===== config.mk =====
export PLATFORM = sky130hd
export DESIGN_NAME = edf_tick_scheduler
export DESIGN_NICKNAME = d
export VERILOG_FILES = /design/src/edfts_pkg.sv /design/src/edfts_cell.sv /design/src/edf_tick_scheduler.sv
export SDC_FILE = /design/constraint.sdc
export NUM_CORES = 2
export LEC_CHECK = 0
export ABC_AREA = 1
export BUFFER_PORTS_ARGS = -buffer_cell sky130_fd_sc_hd__buf_2
export CAP_MARGIN = 40
export CELL_PAD_IN_SITES_DETAIL_PLACEMENT = 0
export CELL_PAD_IN_SITES_GLOBAL_PLACEMENT = 2
export CORE_UTILIZATION = 38
export CTS_BUF_LIST = sky130_fd_sc_hd__clkbuf_16
export DETAILED_ROUTE_END_ITERATION = 12
export HOLD_SLACK_MARGIN = 0.05
export PLACE_DENSITY = 0.85
export RECOVER_POWER = 50
export SLEW_MARGIN = 15
export SYNTH_ARGS = -nofsm -noshare
export SYNTH_HDL_FRONTEND = slang
export SYNTH_SLANG_ARGS = --single-unit
export TNS_END_PERCENT = 10

===== constraint.sdc =====
create_clock -name clk_i -period 4.1 [get_ports clk_i]
set_clock_uncertainty 0.1 [all_clocks]
set_input_delay 0.82 -clock clk_i [delete_from_list [all_inputs] [get_ports clk_i]]
set_output_delay 0.82 -clock clk_i [all_outputs]
set_load 0.02 [all_outputs]

===== src/edfts_pkg.sv =====
package edfts_pkg;

  // Default sizing of the task row
  localparam int unsigned NumTasksDef = 8;
  localparam int unsigned TimeBitsDef = 16;

  // Fixed widths of the item fields
  localparam int unsigned OpW     = 1;
  localparam int unsigned SlotW   = 3;
  localparam int unsigned FieldW  = 16;
  localparam int unsigned RunTskW = 4;

  // Item operation codes
  localparam logic [OpW-1:0] OpTick = 1'b0;
  localparam logic [OpW-1:0] OpLoad = 1'b1;

  // Broadcast control from the sequencer to every cell
  typedef struct packed {
    logic load;       // write the addressed task entry
    logic commit;     // apply the tick result to all cells
    logic win_found;  // a task was granted on this tick
  } cell_ctrl_t;

endpackage


===== src/edfts_cell.sv =====
module edfts_cell
  import edfts_pkg::*;
#(
  parameter int unsigned CellIdx  = 0,
  parameter int unsigned TimeBits = TimeBitsDef,
  parameter int unsigned IdxW     = 3
) (
  input  logic                clk_i,
  input  logic                rst_ni,
  input  cell_ctrl_t          ctrl_i,
  input  logic [SlotW-1:0]    slot_i,
  input  logic [FieldW-1:0]   period_i,
  input  logic [FieldW-1:0]   budget_i,
  input  logic [IdxW-1:0]     win_idx_i,
  input  logic                best_found_i,
  input  logic [TimeBits-1:0] best_margin_i,
  input  logic [IdxW-1:0]     best_idx_i,
  output logic                best_found_o,
  output logic [TimeBits-1:0] best_margin_o,
  output logic [IdxW-1:0]     best_idx_o
);

  logic [TimeBits-1:0] period_q, period_d;
  logic [TimeBits-1:0] budget_q, budget_d;
  logic [TimeBits-1:0] phase_q, phase_d;
  logic [TimeBits-1:0] runs_q, runs_d;
  logic                found_q;
  logic [TimeBits-1:0] margin_q;
  logic [IdxW-1:0]     idx_q;

  logic                eligible;
  logic [TimeBits-1:0] margin;
  logic                take;
  logic                slot_hit;
  logic                win;
  logic [TimeBits-1:0] runs_inc;
  logic [TimeBits-1:0] phase_inc;

  // Rank this task against the best candidate handed in from the left
  assign eligible = (period_q != '0) && (runs_q < budget_q);
  assign margin   = period_q - phase_q;
  assign take     = eligible && (!best_found_i || (margin < best_margin_i));

  assign slot_hit  = (CellIdx < (1 << SlotW)) && (32'(slot_i) == CellIdx);
  assign win       = ctrl_i.win_found && (win_idx_i == IdxW'(CellIdx));
  assign runs_inc  = (win && (runs_q != '1)) ? runs_q + 1'b1 : runs_q;
  assign phase_inc = phase_q + 1'b1;

  // Next task state: load, or on a commit step phase and run count
  always_comb begin
    period_d = period_q;
    budget_d = budget_q;
    phase_d  = phase_q;
    runs_d   = runs_q;
    if (ctrl_i.load && slot_hit) begin
      period_d = TimeBits'(period_i);
      budget_d = TimeBits'(budget_i);
      phase_d  = '0;
      runs_d   = '0;
    end else if (ctrl_i.commit) begin
      if ((period_q == '0) || (phase_inc >= period_q)) begin
        phase_d = '0;
        runs_d  = '0;
      end else begin
        phase_d = phase_inc;
        runs_d  = runs_inc;
      end
    end
  end

  // Hold the task entry
  always_ff @(posedge clk_i or negedge rst_ni) begin
    if (!rst_ni) begin
      period_q <= '0;
      budget_q <= '0;
      phase_q  <= '0;
      runs_q   <= '0;
    end else begin
      period_q <= period_d;
      budget_q <= budget_d;
      phase_q  <= phase_d;
      runs_q   <= runs_d;
    end
  end

  // Pass the best candidate so far to the right
  always_ff @(posedge clk_i or negedge rst_ni) begin
    if (!rst_ni) begin
      found_q <= 1'b0;
    end else begin
      found_q <= best_found_i || eligible;
    end
  end

  always_ff @(posedge clk_i) begin
    margin_q <= take ? margin : best_margin_i;
    idx_q    <= take ? IdxW'(CellIdx) : best_idx_i;
  end

  assign best_found_o  = found_q;
  assign best_margin_o = margin_q;
  assign best_idx_o    = idx_q;

endmodule


===== src/edf_tick_scheduler.sv =====
// Earliest-deadline-first tick scheduler for up to NUM_TASKS periodic tasks.
// Input channel (in_valid_i / in_stall_o) takes load and tick items. A load
// item writes one task's period and budget and clears its phase and run
// count; it gives no result. A tick item gives exactly one result on the
// output channel (out_valid_o / out_stall_i): running_task_o, the 1-based
// granted task, or 0 when no task is eligible. Each task lives in one cell
// of a row; the best candidate moves one cell to the right per cycle, and
// once it has crossed the row the tick is committed; a new tick is taken
// only after the previous one has committed.
// in_stall_o is high while a tick is being ranked or committed.
// A finished result waits in the output register while the next item is
// taken; if the receiver still stalls when the following tick is ready to
// commit, that commit waits until the output register is free.
// Reset disables every task and empties the output register.
module edf_tick_scheduler
  import edfts_pkg::*;
#(
  parameter int unsigned NUM_TASKS = NumTasksDef,
  parameter int unsigned TIME_BITS = TimeBitsDef
) (
  input  logic                clk_i,
  input  logic                rst_ni,
  input  logic                in_valid_i,
  output logic                in_stall_o,
  input  logic [OpW-1:0]      opcode_i,
  input  logic [SlotW-1:0]    task_slot_i,
  input  logic [FieldW-1:0]   task_period_i,
  input  logic [FieldW-1:0]   task_budget_i,
  output logic                out_valid_o,
  input  logic                out_stall_i,
  output logic [RunTskW-1:0]  running_task_o
);

  localparam int unsigned IdxW = (NUM_TASKS > 1) ? $clog2(NUM_TASKS) : 1;
  localparam int unsigned CntW = IdxW;

  localparam logic [1:0] StIdle   = 2'd0;
  localparam logic [1:0] StScan   = 2'd1;
  localparam logic [1:0] StCommit = 2'd2;

  logic [1:0]         state_q, state_d;
  logic [CntW-1:0]    cnt_q, cnt_d;
  logic               out_valid_q, out_valid_d;
  logic [RunTskW-1:0] running_q;

  logic               accept;
  logic               commit_go;
  cell_ctrl_t         ctrl;

  logic                found_w  [NUM_TASKS+1];
  logic [TIME_BITS-1:0] margin_w [NUM_TASKS+1];
  logic [IdxW-1:0]    idx_w    [NUM_TASKS+1];

  logic [IdxW:0]      task_num;

  assign accept    = in_valid_i && !in_stall_o;
  assign commit_go = (state_q == StCommit) && (!out_valid_q || !out_stall_i);

  // Broadcast control to the cells
  assign ctrl.load      = accept && (opcode_i == OpLoad);
  assign ctrl.commit    = commit_go;
  assign ctrl.win_found = commit_go && found_w[NUM_TASKS];

  // Empty candidate enters the left end of the row
  assign found_w[0]  = 1'b0;
  assign margin_w[0] = '0;
  assign idx_w[0]    = '0;

  for (genvar g = 0; g < NUM_TASKS; g++) begin : g_cell
    edfts_cell #(
      .CellIdx  (g),
      .TimeBits (TIME_BITS),
      .IdxW     (IdxW)
    ) u_cell (
      .clk_i         (clk_i),
      .rst_ni        (rst_ni),
      .ctrl_i        (ctrl),
      .slot_i        (task_slot_i),
      .period_i      (task_period_i),
      .budget_i      (task_budget_i),
      .win_idx_i     (idx_w[NUM_TASKS]),
      .best_found_i  (found_w[g]),
      .best_margin_i (margin_w[g]),
      .best_idx_i    (idx_w[g]),
      .best_found_o  (found_w[g+1]),
      .best_margin_o (margin_w[g+1]),
      .best_idx_o    (idx_w[g+1])
    );
  end

  // Sequence a tick: let the candidate cross the row, then commit
  always_comb begin
    state_d = state_q;
    cnt_d   = cnt_q;
    unique case (state_q)
      StIdle: begin
        if (accept && (opcode_i == OpTick)) begin
          state_d = StScan;
          cnt_d   = '0;
        end
      end
      StScan: begin
        if (cnt_q == CntW'(NUM_TASKS - 1)) begin
          state_d = StCommit;
        end else begin
          cnt_d = cnt_q + 1'b1;
        end
      end
      StCommit: begin
        if (commit_go) begin
          state_d = StIdle;
        end
      end
      default: begin
        state_d = StIdle;
      end
    endcase
  end

  assign in_stall_o = (state_q != StIdle);

  // Hold the result until the receiver takes it
  always_comb begin
    out_valid_d = out_valid_q;
    if (out_valid_q && !out_stall_i) begin
      out_valid_d = 1'b0;
    end
    if (commit_go) begin
      out_valid_d = 1'b1;
    end
  end

  always_ff @(posedge clk_i or negedge rst_ni) begin
    if (!rst_ni) begin
      state_q     <= StIdle;
      cnt_q       <= '0;
      out_valid_q <= 1'b0;
    end else begin
      state_q     <= state_d;
      cnt_q       <= cnt_d;
      out_valid_q <= out_valid_d;
    end
  end

  // Turn the winner into a 1-based task number
  assign task_num = {1'b0, idx_w[NUM_TASKS]} + (IdxW + 1)'(1);

  always_ff @(posedge clk_i) begin
    if (commit_go) begin
      running_q <= found_w[NUM_TASKS] ? RunTskW'(task_num) : '0;
    end
  end

  assign out_valid_o    = out_valid_q;
  assign running_task_o = running_q;

endmodule


==> reports/qor.yml <==
min_from: "out_stall_i"
startpoint_type: "flop"
syn_nets: 6687
synth.distinct_cells: 50
design_area_um2: 50150
hold_viol_final: 0
ys_dominant_reg_cell: "dfrtp_1"
antenna_found_initial: 18
viasPerCell: 5.015
ant_nets: 0
seqPwrFrac_pct: 24.1
gp_congestion: 0.8863
reg2reg_depth: 17
nFillCells: 12380
syn_area_per_cell_um2: 7.397
met2_length_um: 65780
pre_cts_ws_ns: 0.1565
period_share_pct: 88.96
dpl_cell_area_um2: 47560
portBuffers: 45
wl_per_cell_um: 17.90
path_cells: "ha_1 > nand3_1 > nor2_1 > nand2_1 > nor3_2 > nand3_1 > o21ai_0 > and2_1 > inv_1 > ha_1 > nand3_1 > inv_1 > a21oi_1 > nand4_2 > nor2_4 > nand2_1 > o21ai_0"
cp_common_cell: "nand3_1"
grt_pass1_vias: 37780
drive_above_1_share_pct: 5.010
num_io_pins: 46
holdPathEnd: "out_valid_o"
crit_family: "simple AND/OR/NAND/NOR gates"
slew_headroom_pct: -50.78
crit_buf_inv: 2
routed.top_layer: "met5"
clockRootBuffer: "clkbuf_16"
status: "complete, but fails checks"
period_needed_ns: 3.647
final_max_slew_viol_count: 109
switching_share_pct: 48.93
worst_ep_required_time_ns: 4.59
endpoint_kind: "flop"
core-area_um2: 118200
drcViolationCount: 0
drt_iter0_markers: 2450
synth_area_um2: 45430
synth_top_cell_by_area: "dfrtp_1"
htree_levels: 3
worst-r2r-setup-slack_ns: 0.45
violations: "capacitance limit, slew limit"
finalPower_mw: 44.29
cp_slowest_cell: "dfrtp_1"
dieArea_um2: 121000
worst_ep_arrival_time_ns: 4.14
power.leakage_nw: 26.12
synth_edf_count: 4
cts_tree: "yes"
timing.fmax_mhz: 274.2
worstSetupPathType: "flop to flop"
internal-power_mw: 22.62
worst_pin_slew_ns: 2.262
ys_ff_latch: 659
grt_max_degree: 115
reg2reg_from: "g_cell[4].u_cell.phase_q[0]"
dp_hpwl_um: 107900
grt_pass1_wl_um: 219000
via_count: 39160
ys.warnings.count: 0
synth_most_common_cell: "nand2_1"
r2r-end: "g_cell[4].u_cell.phase_q[0]"
synth.top_cells.by_area: "dfrtp_1, ha_1, nand2_1"
seq_area_frac_synth_pct: 34.92
clkPwrFrac_pct: 16.7
worstHoldPathType: "primary input to flop"
place_inst: 7649
yosys-top-cells-count: "nand2_1, inv_1, dfrtp_1, ha_1, o21ai_0"
drv_cap: 2
ir_worst_vdd_mv: 0.7456
fin_cells: 7808
crit_fanout: 10
pwr-share-comb_pct: 59.2
cpPeakStageDelay_ns: 0.43
cts_made_buffers: 83
utilization_pct: 42.41
worst_slack_ns: 0.4527
start_util_pct: 38.43
clock_latency_ns: 0.68
fp-row-count: 126
fp.dieW_um: 347.8
wl_met3_um: 6013
cellPowerDensity_nw_per_um2: 883.2
clock-sinks: 659
synth_top_area_share_pct: 28.97
die_h_um: 347.8
track_usage_pct: 23.23
area_growth_pct: 10.37
setup_viol: 0
clk_pin_slew_worst_paths_ns: 0.06
rsz0062_at_grt: "false"
async_flop_share_pct: 79.82
switchingPower_mw: 21.67
drt_pass1_iterations: 5
met1_length_um: 62650
min_path_cells: 3
wl_um: 139800
synth_cells: 6142
nets: 6744
gr-total-overflow: 0
clk_path_buf_depth: 3
## kinds of logic (layout without fill, tap and decap cells)
group | after synthesis | after routing | synth area share, %
muxes | 1 | 1 | 0.02203
buffers and inverters | 1078 | 1203 | 9.206
other | 0 | 5 | 0
xor gates and xnor gates | 294 | 294 | 5.667
and+or+nand+nor | 2759 | 2759 | 26.27
DFF | 659 | 659 | 34.92
AOI/OAI and AO/OA | 846 | 846 | 9.878
adders and majority gates | 505 | 505 | 14.04
## state kept, by name, indices dropped and copies added, names as in the netlist
register,count
cnt_q,3
g_cell.u_cell.best_found_o,8
g_cell.u_cell.best_idx_o,17
g_cell.u_cell.best_margin_o,112
g_cell.u_cell.budget_q,128
g_cell.u_cell.period_q,128
g_cell.u_cell.phase_q,128
g_cell.u_cell.runs_q,128
out_valid_o,1
running_task_o,4
state_q,2
## layout by cell type (no fill, tap or decap), drive strengths merged, types with 4 or more instances in the layout
cell / n
o21a: 13
a31oi: 5
nand3: 407
o21ai: 483
dfxtp: 129
inv: 955
nand4: 185
clkbuf: 99
clkinvlp: 4
nand3b: 20
buf: 98
nor3: 146
bufinv: 8
nor2: 300
nand2: 1661
clkinv: 38
edfxtp: 4
a21oi: 274
o21bai: 17
ha: 497
nor3b: 9
diode: 5
or2: 16
a211oi: 17
xnor2: 45
nor4: 11
xor2: 249
o211ai: 4
dfrtp: 526
a21o: 23
fa: 8
## routing by layer
metal  vias up  track usage [%]
met2       614            38.79
met3       208            2.880
met5         -                0
met1     18270            30.66
li1      20060                -
met4         2            8.514
## metrics by stage
step                hold slack, ns  setup TNS [ns]
global placement            0.2918          -2.382
global route                0.2908               0
floorplan                   0.2871               0
finish                      0.2964               0
CTS                         0.2601               0
detailed placement          0.2946               0
## worst max-delay path by stage
| stage | from | endpoint | slack [ns] | cells after the start |
|---|---|---|---|---|
| global route | g_cell[6].u_cell.phase_q[0] | g_cell[6].u_cell.phase_q[9] | 0.006 | 17 |
| global placement | g_cell[6].u_cell.phase_q[0] | g_cell[6].u_cell.phase_q[7] | -0.25 | 17 |
| detailed placement | g_cell[6].u_cell.phase_q[0] | g_cell[6].u_cell.phase_q[9] | 0.16 | 17 |
| finish | g_cell[4].u_cell.phase_q[0] | g_cell[4].u_cell.phase_q[0] | 0.45 | 17 |
| CTS | g_cell[6].u_cell.phase_q[0] | g_cell[6].u_cell.phase_q[9] | 0.14 | 17 |
| floorplan | g_cell[3].u_cell.phase_q[0] | g_cell[3].u_cell.phase_q[12] | 1.01 | 17 |
## worst register-to-register path, stage by stage, from the launching register on
cell and delay (ns):
dfrtp_1 0.43, ha_1 0.22, nand3_1 0.11, nor2_1 0.13
nand2_1 0.12, nor3_2 0.18, nand3_1 0.17, o21ai_0 0.16
and2_1 0.16, inv_1 0.05, ha_1 0.27, nand3_1 0.11
inv_1 0.06, a21oi_1 0.17, nand4_2 0.34, nor2_4 0.33
nand2_1 0.23, o21ai_0 0.22
## final cells by class
cell class	count	area [µm²]	share of cell area, %
diodes	5	12.51	0.02495
clock buffers	85	2127	4.242
clock inverters	68	558.0	1.113
inverters	937	3517	7.014
multi-input cells	4405	25390	50.63
flip-flops and latches	659	15870	31.64
well taps	1536	1922	3.833
repair buffers	113	757.0	1.510
## timing repair
| item | 4_1_cts | 5_1_grt |
|---|---|---|
| setup buffers | 0 | 0 |
| gates resized for setup | 0 | 4 |
| hold buffers | 1 | 0 |
| setup endpoints to repair | 0 | 26 |
| endpoints found under the hold margin | 3 | 0 |
## power by group through the flow
stage / registers, mW / logic, mW / clock network, mW
floorplan: 10.1 / 19.4 / 0
global placement: 10.8 / 26.1 / 0
detailed placement: 10.8 / 26.4 / 0
CTS: 10.7 / 26.5 / 7.59
global route: 10.9 / 30.4 / 7.81
finish: 10.7 / 26.2 / 7.40
Note: power is estimated with default switching activity, not from simulation.
